[src/sv/sam_pkg.sv]
// shared types, constants and threshold step functions of the sensor alarm monitor
package sam_pkg;

  // action codes of an input word
  localparam logic [1:0] ACT_MONITOR = 2'd0;
  localparam logic [1:0] ACT_MODE    = 2'd1;
  localparam logic [1:0] ACT_UP      = 2'd2;
  localparam logic [1:0] ACT_DOWN    = 2'd3;

  // alert codes of a result word
  localparam logic [2:0] ALERT_NONE  = 3'd0;
  localparam logic [2:0] ALERT_TEMP  = 3'd1;
  localparam logic [2:0] ALERT_HUMID = 3'd2;
  localparam logic [2:0] ALERT_GAS   = 3'd3;
  localparam logic [2:0] ALERT_VIB   = 3'd4;

  // menu steps
  localparam logic [1:0] STEP_TEMP  = 2'd0;
  localparam logic [1:0] STEP_HUMID = 2'd1;
  localparam logic [1:0] STEP_GAS   = 2'd2;
  localparam logic [1:0] STEP_BACK  = 2'd3;

  // configuration register indexes
  localparam logic [2:0] CFG_KEY_GUARD   = 3'd0;
  localparam logic [2:0] CFG_CLIMATE_PER = 3'd1;
  localparam logic [2:0] CFG_GAS_PER     = 3'd2;
  localparam logic [2:0] CFG_VIB_HOLD    = 3'd3;
  localparam logic [2:0] CFG_BEEP_HOLD   = 3'd4;
  localparam logic [2:0] CFG_MOTION_PASS = 3'd5;

  // configuration reset values
  localparam logic [15:0] KEY_GUARD_RST   = 16'd200;
  localparam logic [15:0] CLIMATE_PER_RST = 16'd2000;
  localparam logic [15:0] GAS_PER_RST     = 16'd500;
  localparam logic [15:0] VIB_HOLD_RST    = 16'd3000;
  localparam logic [15:0] BEEP_HOLD_RST   = 16'd5000;
  localparam logic [7:0]  MOTION_PASS_RST = 8'd10;

  // threshold ranges and reset values
  localparam logic [5:0] TEMP_LO  = 6'd15;
  localparam logic [5:0] TEMP_HI  = 6'd50;
  localparam logic [5:0] TEMP_RST = 6'd30;
  localparam logic [6:0] HUMID_LO  = 7'd90;
  localparam logic [6:0] HUMID_HI  = 7'd120;
  localparam logic [6:0] HUMID_RST = 7'd100;
  localparam logic [8:0] GAS_LO  = 9'd200;
  localparam logic [8:0] GAS_HI  = 9'd300;
  localparam logic [8:0] GAS_RST = 9'd240;

  localparam logic [7:0] MOTION_MAX = 8'd255;

  typedef struct packed {
    logic [1:0]  action;
    logic [31:0] now_ms;
    logic [7:0]  temperature;
    logic [7:0]  humidity;
    logic [11:0] gas_level;
    logic        motion_high;
    logic        shake_seen;
  } in_word_t;

  typedef struct packed {
    logic [2:0] alert_kind;
    logic       last;
    logic       people_present;
    logic       vibration_on;
    logic       beep_on;
    logic       menu_active;
    logic [1:0] menu_step;
    logic [5:0] temp_limit;
    logic [6:0] humid_limit;
    logic [8:0] gas_limit;
    logic       save_now;
  } out_word_t;

  // status shared by every result of one input word
  typedef struct packed {
    logic       people_present;
    logic       vibration_on;
    logic       beep_on;
    logic       menu_active;
    logic [1:0] menu_step;
    logic [5:0] temp_limit;
    logic [6:0] humid_limit;
    logic [8:0] gas_limit;
    logic       save_now;
  } status_t;

  // all results of one input word
  typedef struct packed {
    logic [3:0][2:0] kinds;
    logic [1:0]      last_idx;
    status_t         status;
  } bundle_t;

  function automatic logic [5:0] temp_step(input logic [5:0] v, input logic up);
    if (up) begin
      temp_step = (v >= TEMP_HI) ? TEMP_LO : v + 6'd1;
    end else begin
      temp_step = (v <= TEMP_LO) ? TEMP_HI : v - 6'd1;
    end
  endfunction

  function automatic logic [6:0] humid_step(input logic [6:0] v, input logic up);
    if (up) begin
      humid_step = (v >= HUMID_HI) ? HUMID_LO : v + 7'd1;
    end else begin
      humid_step = (v <= HUMID_LO) ? HUMID_HI : v - 7'd1;
    end
  endfunction

  function automatic logic [8:0] gas_step(input logic [8:0] v, input logic up);
    if (up) begin
      gas_step = (v >= GAS_HI) ? GAS_LO : v + 9'd1;
    end else begin
      gas_step = (v <= GAS_LO) ? GAS_HI : v - 9'd1;
    end
  endfunction

endpackage

[src/sv/sam_core.sv]
// input register, configuration, monitor state and single-pass update logic
module sam_core (
  input  logic               clk,
  input  logic               rst,
  input  logic               in_valid,
  output logic               in_ready,
  input  sam_pkg::in_word_t  in_data,
  input  logic               cfg_valid,
  input  logic [2:0]         cfg_index,
  input  logic [15:0]        cfg_value,
  output logic               push,
  output sam_pkg::bundle_t   push_bundle,
  input  logic               full
);

  // configuration
  logic [15:0] key_guard, climate_per, gas_per, vib_hold, beep_hold;
  logic [7:0]  motion_pass;

  // input register
  logic              hold_valid;
  sam_pkg::in_word_t hold;

  // monitor state
  logic        menu_flag;
  logic [1:0]  menu_index;
  logic [5:0]  temp_lim;
  logic [6:0]  humid_lim;
  logic [8:0]  gas_lim;
  logic [31:0] key_time, climate_time, gas_time, shake_time, beep_time;
  logic [2:0]  sent_flags;
  logic [7:0]  motion_count;
  logic        people_flag, shake_active, beeper_on;

  logic        menu_flag_next;
  logic [1:0]  menu_index_next;
  logic [5:0]  temp_lim_next;
  logic [6:0]  humid_lim_next;
  logic [8:0]  gas_lim_next;
  logic [31:0] key_time_next, climate_time_next, gas_time_next;
  logic [31:0] shake_time_next, beep_time_next;
  logic [2:0]  sent_flags_next;
  logic [7:0]  motion_count_next;
  logic        people_flag_next, shake_active_next, beeper_on_next;
  logic        save;
  logic [3:0]  raise;

  assign push     = hold_valid && !full;
  assign in_ready = !hold_valid || !full;

  // next state for the word in the input register
  always_comb begin
    logic [31:0] key_dt, clim_dt, gas_dt, shake_dt, beep_dt;
    logic        up;
    key_dt   = hold.now_ms - key_time;
    clim_dt  = hold.now_ms - climate_time;
    gas_dt   = hold.now_ms - gas_time;
    up       = (hold.action == sam_pkg::ACT_UP);

    menu_flag_next    = menu_flag;
    menu_index_next   = menu_index;
    temp_lim_next     = temp_lim;
    humid_lim_next    = humid_lim;
    gas_lim_next      = gas_lim;
    key_time_next     = key_time;
    climate_time_next = climate_time;
    gas_time_next     = gas_time;
    shake_time_next   = shake_time;
    beep_time_next    = beep_time;
    sent_flags_next   = sent_flags;
    motion_count_next = motion_count;
    people_flag_next  = people_flag;
    shake_active_next = shake_active;
    beeper_on_next    = beeper_on;
    save              = 1'b0;
    raise             = 4'b0000;
    shake_dt          = '0;
    beep_dt           = '0;

    if (hold.action != sam_pkg::ACT_MONITOR) begin
      // debounced key handling
      if (key_dt >= {16'd0, key_guard}) begin
        key_time_next = hold.now_ms;
        if (hold.action == sam_pkg::ACT_MODE) begin
          if (!menu_flag) begin
            menu_flag_next  = 1'b1;
            menu_index_next = sam_pkg::STEP_TEMP;
          end else if (menu_index == sam_pkg::STEP_BACK) begin
            menu_flag_next  = 1'b0;
            menu_index_next = sam_pkg::STEP_TEMP;
            save            = 1'b1;
          end else begin
            menu_index_next = menu_index + 2'd1;
          end
        end else if (menu_flag) begin
          case (menu_index)
            sam_pkg::STEP_TEMP:  temp_lim_next  = sam_pkg::temp_step(temp_lim, up);
            sam_pkg::STEP_HUMID: humid_lim_next = sam_pkg::humid_step(humid_lim, up);
            sam_pkg::STEP_GAS:   gas_lim_next   = sam_pkg::gas_step(gas_lim, up);
            default: ;
          endcase
        end
      end
    end else if (!menu_flag) begin
      // climate gate
      if (clim_dt >= {16'd0, climate_per}) begin
        climate_time_next = hold.now_ms;
        if (hold.temperature > {2'd0, temp_lim}) begin
          raise[0]           = !sent_flags[0];
          sent_flags_next[0] = 1'b1;
        end else begin
          sent_flags_next[0] = 1'b0;
        end
        if (hold.humidity > {1'b0, humid_lim}) begin
          raise[1]           = !sent_flags[1];
          sent_flags_next[1] = 1'b1;
        end else begin
          sent_flags_next[1] = 1'b0;
        end
      end
      // gas gate
      if (gas_dt >= {16'd0, gas_per}) begin
        gas_time_next = hold.now_ms;
        if (hold.gas_level > {3'd0, gas_lim}) begin
          raise[2]           = !sent_flags[2];
          sent_flags_next[2] = 1'b1;
        end else begin
          sent_flags_next[2] = 1'b0;
        end
      end
      // motion qualification, saturating
      if (hold.motion_high) begin
        if (motion_count != sam_pkg::MOTION_MAX) begin
          motion_count_next = motion_count + 8'd1;
        end
        if (motion_count_next >= motion_pass) begin
          people_flag_next = 1'b1;
        end
      end else begin
        motion_count_next = '0;
        people_flag_next  = 1'b0;
      end
      // vibration hold
      if (hold.shake_seen && !shake_active) begin
        shake_active_next = 1'b1;
        shake_time_next   = hold.now_ms;
        raise[3]          = 1'b1;
      end
      shake_dt = hold.now_ms - shake_time_next;
      if (shake_active_next && shake_dt >= {16'd0, vib_hold}) begin
        shake_active_next = 1'b0;
      end
      // beeper timer
      if (people_flag_next && !beeper_on) begin
        beeper_on_next = 1'b1;
        beep_time_next = hold.now_ms;
      end
      beep_dt = hold.now_ms - beep_time_next;
      if (beeper_on_next && beep_dt >= {16'd0, beep_hold}) begin
        beeper_on_next = 1'b0;
      end
    end
  end

  // pack raised alerts in fixed order into the result bundle
  always_comb begin
    logic [2:0] pos;
    pos = '0;
    push_bundle.kinds = {4{sam_pkg::ALERT_NONE}};
    for (int i = 0; i < 4; i++) begin
      if (raise[i]) begin
        push_bundle.kinds[pos[1:0]] = sam_pkg::ALERT_TEMP + 3'(i);
        pos = pos + 3'd1;
      end
    end
    push_bundle.last_idx              = (pos == 3'd0) ? 2'd0 : 2'(pos - 3'd1);
    push_bundle.status.people_present = people_flag_next;
    push_bundle.status.vibration_on   = shake_active_next;
    push_bundle.status.beep_on        = beeper_on_next;
    push_bundle.status.menu_active    = menu_flag_next;
    push_bundle.status.menu_step      = menu_index_next;
    push_bundle.status.temp_limit     = temp_lim_next;
    push_bundle.status.humid_limit    = humid_lim_next;
    push_bundle.status.gas_limit      = gas_lim_next;
    push_bundle.status.save_now       = save;
  end

  // input register
  always_ff @(posedge clk) begin
    if (rst) begin
      hold_valid <= 1'b0;
    end else if (in_valid && in_ready) begin
      hold_valid <= 1'b1;
    end else if (push) begin
      hold_valid <= 1'b0;
    end
    if (in_valid && in_ready) begin
      hold <= in_data;
    end
  end

  // configuration registers
  always_ff @(posedge clk) begin
    if (rst) begin
      key_guard   <= sam_pkg::KEY_GUARD_RST;
      climate_per <= sam_pkg::CLIMATE_PER_RST;
      gas_per     <= sam_pkg::GAS_PER_RST;
      vib_hold    <= sam_pkg::VIB_HOLD_RST;
      beep_hold   <= sam_pkg::BEEP_HOLD_RST;
      motion_pass <= sam_pkg::MOTION_PASS_RST;
    end else if (cfg_valid) begin
      unique case (cfg_index)
        sam_pkg::CFG_KEY_GUARD:   key_guard   <= cfg_value;
        sam_pkg::CFG_CLIMATE_PER: climate_per <= cfg_value;
        sam_pkg::CFG_GAS_PER:     gas_per     <= cfg_value;
        sam_pkg::CFG_VIB_HOLD:    vib_hold    <= cfg_value;
        sam_pkg::CFG_BEEP_HOLD:   beep_hold   <= cfg_value;
        sam_pkg::CFG_MOTION_PASS: motion_pass <= cfg_value[7:0];
        default: ;
      endcase
    end
  end

  // monitor state
  always_ff @(posedge clk) begin
    if (rst) begin
      menu_flag    <= 1'b0;
      menu_index   <= sam_pkg::STEP_TEMP;
      temp_lim     <= sam_pkg::TEMP_RST;
      humid_lim    <= sam_pkg::HUMID_RST;
      gas_lim      <= sam_pkg::GAS_RST;
      key_time     <= '0;
      climate_time <= '0;
      gas_time     <= '0;
      shake_time   <= '0;
      beep_time    <= '0;
      sent_flags   <= '0;
      motion_count <= '0;
      people_flag  <= 1'b0;
      shake_active <= 1'b0;
      beeper_on    <= 1'b0;
    end else if (push) begin
      menu_flag    <= menu_flag_next;
      menu_index   <= menu_index_next;
      temp_lim     <= temp_lim_next;
      humid_lim    <= humid_lim_next;
      gas_lim      <= gas_lim_next;
      key_time     <= key_time_next;
      climate_time <= climate_time_next;
      gas_time     <= gas_time_next;
      shake_time   <= shake_time_next;
      beep_time    <= beep_time_next;
      sent_flags   <= sent_flags_next;
      motion_count <= motion_count_next;
      people_flag  <= people_flag_next;
      shake_active <= shake_active_next;
      beeper_on    <= beeper_on_next;
    end
  end

endmodule

[src/sv/sam_queue.sv]
// two-entry result bundle queue that sends one result word per cycle while out_ready is high
module sam_queue (
  input  logic                clk,
  input  logic                rst,
  input  logic                push,
  input  sam_pkg::bundle_t    push_bundle,
  output logic                full,
  output logic                out_valid,
  input  logic                out_ready,
  output sam_pkg::out_word_t  out_data
);

  sam_pkg::bundle_t slots [2];
  logic       head, tail;
  logic [1:0] count;
  logic [1:0] sub;
  logic       pop, take, is_last;
  sam_pkg::bundle_t cur;

  assign cur       = slots[head];
  assign full      = (count == 2'd2);
  assign out_valid = (count != 2'd0);
  assign take      = out_valid && out_ready;
  assign is_last   = (sub == cur.last_idx);
  assign pop       = take && is_last;

  // result word from the head bundle
  always_comb begin
    out_data.alert_kind     = cur.kinds[sub];
    out_data.last           = is_last;
    out_data.people_present = cur.status.people_present;
    out_data.vibration_on   = cur.status.vibration_on;
    out_data.beep_on        = cur.status.beep_on;
    out_data.menu_active    = cur.status.menu_active;
    out_data.menu_step      = cur.status.menu_step;
    out_data.temp_limit     = cur.status.temp_limit;
    out_data.humid_limit    = cur.status.humid_limit;
    out_data.gas_limit      = cur.status.gas_limit;
    out_data.save_now       = cur.status.save_now;
  end

  // pointers, fill count and result index
  always_ff @(posedge clk) begin
    if (rst) begin
      head  <= 1'b0;
      tail  <= 1'b0;
      count <= '0;
      sub   <= '0;
    end else begin
      if (push) begin
        tail <= ~tail;
      end
      if (pop) begin
        head <= ~head;
        sub  <= '0;
      end else if (take) begin
        sub <= sub + 2'd1;
      end
      count <= count + {1'b0, push} - {1'b0, pop};
    end
  end

  // bundle storage
  always_ff @(posedge clk) begin
    if (push) begin
      slots[tail] <= push_bundle;
    end
  end

endmodule

[src/sv/sensor_alarm_monitor_top.sv]
// top level of the sensor alarm monitor
// Accepts one input word per cycle while the two-entry result queue has room. An item
// passes through the input register, is evaluated combinationally and leaves one to four
// result words, sent from the queue one per cycle while out_ready is high; the result
// port is therefore the limit, and a monitor pass raising k alerts occupies the output
// for k result words, read from a queue slot that the evaluated input register fills.
// Configuration writes are always taken and apply to the next evaluated item.
module sensor_alarm_monitor_top (
  input  logic                clk,
  input  logic                rst,
  input  logic                in_valid,
  output logic                in_ready,
  input  sam_pkg::in_word_t   in_data,
  output logic                out_valid,
  input  logic                out_ready,
  output sam_pkg::out_word_t  out_data,
  input  logic                cfg_valid,
  output logic                cfg_ready,
  input  logic [2:0]          cfg_index,
  input  logic [15:0]         cfg_value
);

  logic             push, full;
  sam_pkg::bundle_t push_bundle;

  assign cfg_ready = 1'b1;

  // evaluation stage
  sam_core u_core (
    .clk         (clk),
    .rst         (rst),
    .in_valid    (in_valid),
    .in_ready    (in_ready),
    .in_data     (in_data),
    .cfg_valid   (cfg_valid),
    .cfg_index   (cfg_index),
    .cfg_value   (cfg_value),
    .push        (push),
    .push_bundle (push_bundle),
    .full        (full)
  );

  // result queue
  sam_queue u_queue (
    .clk         (clk),
    .rst         (rst),
    .push        (push),
    .push_bundle (push_bundle),
    .full        (full),
    .out_valid   (out_valid),
    .out_ready   (out_ready),
    .out_data    (out_data)
  );

endmodule

[config.mk]
export PLATFORM = sky130hd
export DESIGN_NAME = sensor_alarm_monitor_top
export DESIGN_NICKNAME = d
export VERILOG_FILES = /design/src/sv/sam_pkg.sv /design/src/sv/sam_core.sv /design/src/sv/sam_queue.sv /design/src/sv/sensor_alarm_monitor_top.sv
export SDC_FILE = /design/constraint.sdc
export NUM_CORES = 1
export LEC_CHECK = 0
export ABC_AREA = 1
export BUFFER_PORTS_ARGS = -buffer_cell sky130_fd_sc_hd__buf_2
export CORE_AREA = 3 3 255 257
export CTS_CLUSTER_SIZE = 40
export DETAILED_ROUTE_END_ITERATION = 8
export DIE_AREA = 0 0 258 260
export PLACE_DENSITY_LB_ADDON = 0.15
export SYNTH_ARGS = -nofsm -noshare
export SYNTH_HDL_FRONTEND = slang
export SYNTH_SLANG_ARGS = --single-unit
[constraint.sdc]
create_clock -name clk -period 7.7 [get_ports clk]
set_input_delay 1.54 -clock clk [delete_from_list [all_inputs] [get_ports clk]]
set_output_delay 1.54 -clock clk [all_outputs]
set_load 0.05 [all_outputs]
==> flow_results.org <==
** Yosys
- After synthesis, the share of flip-flops with an asynchronous set or reset is 0.
- In this run the cell area of the synthesized design comes to 30700 µm².
- Area share of the largest cell type after synthesis :: 0.192
- Cell taking the most area after synthesis :: sky130_fd_sc_hd__dfxtp_1
- Post-Syn Area per Cell :: about 7.1 µm²
- Number of nets in the synthesized netlist :: about 4700
- Synthesis produced 4305 cells.
- YS warnings :: 0
- Top flip-flop cell by instance count after synthesis :: sky130_fd_sc_hd__dfxtp_1
- Post-synthesis register bit count :: 441
- The share of the Yosys chip area taken by registers is 0.335.
- By area the synthesized netlist is led by sky130_fd_sc_hd__dfxtp_1 19%, sky130_fd_sc_hd__edfxtp_1 14%, sky130_fd_sc_hd__nand2_1 12%.
- Distinct cells, synth :: 66
- Number of enable flip-flop cells after synthesis :: 146

** Worst hold path
- The worst hold path was traced through 2 stages.
- The path with the worst hold slack has its endpoint at u_core.key_time[31].
- Hold Path Origin :: u_core.key_time[31]
- Worst hold path class :: reg2reg

** STA
- Worst clock skew on the final layout :: 22.3 ps
- RSZ-0062 raised after global routing :: false
- The final hold violation count came to 0.
- The max-slew violation count came to 0.
- Max-slew headroom :: 0.297
- Final setup vio count :: 0
- Static timing analysis puts the maximum clock frequency at between 0.1 and 0.15 GHz.
- At the pin with the least slew margin, the transition time is between 1000 and 1500 ps.
- Of the available clock period, the critical path in the final layout requires 0.888.
- For the final routed database, the setup TNS stands at 0 ps.
- The clock period could shrink to 6840 ps.

** Drt
- First DRT Iteration DRCs :: 2270
- Number of nets with antenna violations after routing :: 0
- Residual DRC count :: 0
- Post-detailed-route wirelength per cell :: 16.6 µm
- Total Routed Length :: 87400 µm
- The routed layout has 28000 vias.
- In the routed layout, each cell is associated on average with a via count of 5.30.
- The first TritonRoute pass finished after 6 iterations.

** Global route
- The layer flagged by global routing as most heavily used is met2.
- In the global route stage, met1 resource usage came out at 0.358.
- The first global-routing pass estimated 139000 µm of wire.
- Met3 Track Usage GR :: 0.0274
- Initial antenna violation count :: 2
- Met2 layer usage reported by global route :: 0.419
- Entering global routing, the biggest net connects ~110 pins.
- Across every metal layer, demand over resource in global routing totals 0.256.
- Via count of the first global-routing pass :: around 25000
- Summed over all layers, the global routing overflow is 0.

** Critical path
- Slack of the worst reg-to-reg path :: 860 ps
- In this design, the critical path's most frequently occurring cell is sky130_fd_sc_hd__nand2_1.
- For this design, the slowest cell found on the critical path is sky130_fd_sc_hd__nand3_2.
- Counting cells, the worst reg-to-reg path comes to between 40 and 50.
- STA puts the critical path data required time at 8180 ps.
- Nature of the critical path startpoint :: register
- In this run the worst path has a maximum fanout of 48.
- Launching point of the worst reg2reg path :: u_core.motion_count[0]
- The critical path in this run is classified as reg2reg.
- Critical register-to-register path endpoint :: u_queue.slots[0][26]
- For this run, the slowest stage of the critical path takes between 400 and 500 ps.
- Data arrival, critical path :: roughly 7300 ps
- Critical Path End Type :: register

** CTS
- Post-CTS repair changed the size of 0 cells.
- The H-tree was split into 2 levels.
- Root buf cell :: sky130_fd_sc_hd__clkbuf_16
- Clock latency of the later-clocked register in the worst-skew pair :: 620 ps
- Number of setup buffers added after CTS :: 0
- Clock tree from TritonCTS :: yes
- Clock slew seen by the registers of the worst setup and hold paths :: 60 ps
- The clock passes through at most 3 buffers.
- The number of clock buffers added by TritonCTS is just over 50.
- Buffers inserted to repair hold after CTS numbered 0.
- CTS saw 441 sinks.

** Final layout
- In the layout the commonest cells are 985 x sky130_fd_sc_hd__nand2_1, 572 x sky130_fd_sc_hd__inv_1, 415 x sky130_fd_sc_hd__a21oi_1.
- Fin area :: 34000 µm²
- Number of nets in the layout :: between 4000 and 5000
- The area growth from synthesis to layout is 10.6%.
- Post-route insts no fill :: 5272
- Of the cells placed in the final design, the portion with a size suffix greater than 1 is 0.0692.
- Most common cell after layout, fill and taps aside :: sky130_fd_sc_hd__nand2_1

** Power
- The share of total power dissipated in sequential elements is 0.358.
- Switching share of power :: 0.340
- Switching Power :: about 2500 µW
- LEAKAGE :: 0.0154 µW
- Combinational Power Share :: 0.283
- Pwr per Cell Area :: about 220 nW/µm²
- Clock share of power :: 0.359
- Internal power :: 4840 µW
- Worst VDD drop :: 0.169 mV

** Flow run
- Max cap viols :: 0

** Floorplan
- Pin placement for this block handled 124 I/O pins.
- Die width :: 258 µm
- Row Count :: 92
- Total core area :: about 63000 µm²
- The die covers 67100 µm².
- Overall die height :: about 260 µm
- The initial utilization of the core area, before any placement, comes to 0.488.

** Place
- Once detailed placement completed, the half-perimeter wirelength came to 66000 µm.
- The congestion estimate from routability-driven global placement came to 0.949.
- The count of buffers added on input and output ports is 122.
- Placed Instance Area :: 32200 µm²
- Cell total after placement :: 5174

** Outcome
- Run status :: finished clean
[how the worst max path moves through the flow]
stage,end,slack [ps],from,depth (start not counted)
after floorplan,u_queue.slots[0][26],2310,u_core.motion_count[0],40
after global placement,u_queue.slots[0][26],1020,u_core.motion_count[0],41
after detailed placement,u_queue.slots[0][26],920,u_core.motion_count[0],41
after CTS,u_queue.slots[0][26],890,u_core.motion_count[0],41
after global routing,u_queue.slots[0][26],40,u_core.motion_count[0],40
final,u_queue.slots[0][26],860,u_core.motion_count[0],41
[critical path, delay by kind of cell (launching register included)]
| family | cells | cell delay, ps |
|---|---|---|
| adders and majority gates | 4 | 1190 |
| buffers and inverters | 6 | 910 |
| and+or+nand+nor | 25 | 3380 |
| DFF | 1 | 390 |
| AOI/OAI and AO/OA | 5 | 690 |
| xor gates and xnor gates | 1 | 130 |
[per-stage QoR]
step	utilization	power, µW	hold WS, ps	setup WS [ps]
after floorplan	-	4210	428	2310
after global routing	0.540	7780	465	40.0
after detailed placement	0.511	4730	449	918
final	0.540	7340	457	863
after global placement	0.511	4720	442	1020
after CTS	0.540	7380	459	885
[power by group through the flow]
| stage | registers, µW | logic, µW | clock network, µW |
|---|---|---|---|
| 6_report | 2630 | 2080 | 2630 |
| 3_3_place_gp | 2680 | 2040 | 0 |
| 2_1_floorplan | 2640 | 1560 | 0 |
| 5_1_grt | 2640 | 2360 | 2780 |
| 3_5_place_dp | 2680 | 2050 | 0 |
| 4_1_cts | 2630 | 2070 | 2690 |
[routing by layer]
metal | wire [µm] | share of wire | vias to the layer above
met5 | 10 | 0.00011 | -
met4 | 2430 | 0.028 | 2
met3 | 4660 | 0.053 | 148
met2 | 39000 | 0.45 | 756
met1 | 41300 | 0.47 | 12600
li1 | - | - | 14500
[cell usage after synthesis (50+ instances only)]
cell type,count
sky130_fd_sc_hd__xnor2_1,57
sky130_fd_sc_hd__a21oi_1,416
sky130_fd_sc_hd__o21ai_0,400
sky130_fd_sc_hd__nand4_1,70
sky130_fd_sc_hd__clkbuf_1,100
sky130_fd_sc_hd__nand3_1,130
sky130_fd_sc_hd__edfxtp_1,146
sky130_fd_sc_hd__inv_1,574
sky130_fd_sc_hd__nand2_1,985
sky130_fd_sc_hd__dfxtp_1,295
sky130_fd_sc_hd__nor3_1,50
sky130_fd_sc_hd__nor2_1,373
sky130_fd_sc_hd__ha_1,287
sky130_fd_sc_hd__xor2_1,90
[cells by family after synthesis]
group,share of synthesized area
AO/OA/AOI/OAI,0.188
XOR/XNOR,0.0419
adder cells (fa/ha/maj),0.121
buffers and inverters,0.0905
flip-flops,0.335
multiplexers,0.000326
other,0.000122
AND/OR/NAND/NOR,0.224
[cell type report]
type	instances	area, µm²
Antenna cell	2	5.00
Clock buffer	61	1380
Clock inverter	35	455
Fill cell	6267	29000
Inverter	586	2210
Multi-Input combinational cell	3143	17700
Sequential cell	441	10300
Tap cell	846	1060
Timing Repair Buffer	158	883
[registers in the layout, summed over array words and instances, names as in the netlist, 7 cells and up, named ones only]
register             count
u_core.hold             64
u_core.gas_time         32
u_core.beep_hold        16
u_core.beep_time        32
u_core.climate_per      16
u_core.key_guard        16
u_core.motion_count      8
u_queue.slots           82
u_core.motion_pass       8
u_core.gas_per          16
u_core.climate_time     32
u_core.shake_time       32
u_core.gas_lim           9
u_core.key_time         32
u_core.humid_lim         7
u_core.vib_hold         16
(Power assumes the default switching activity.)
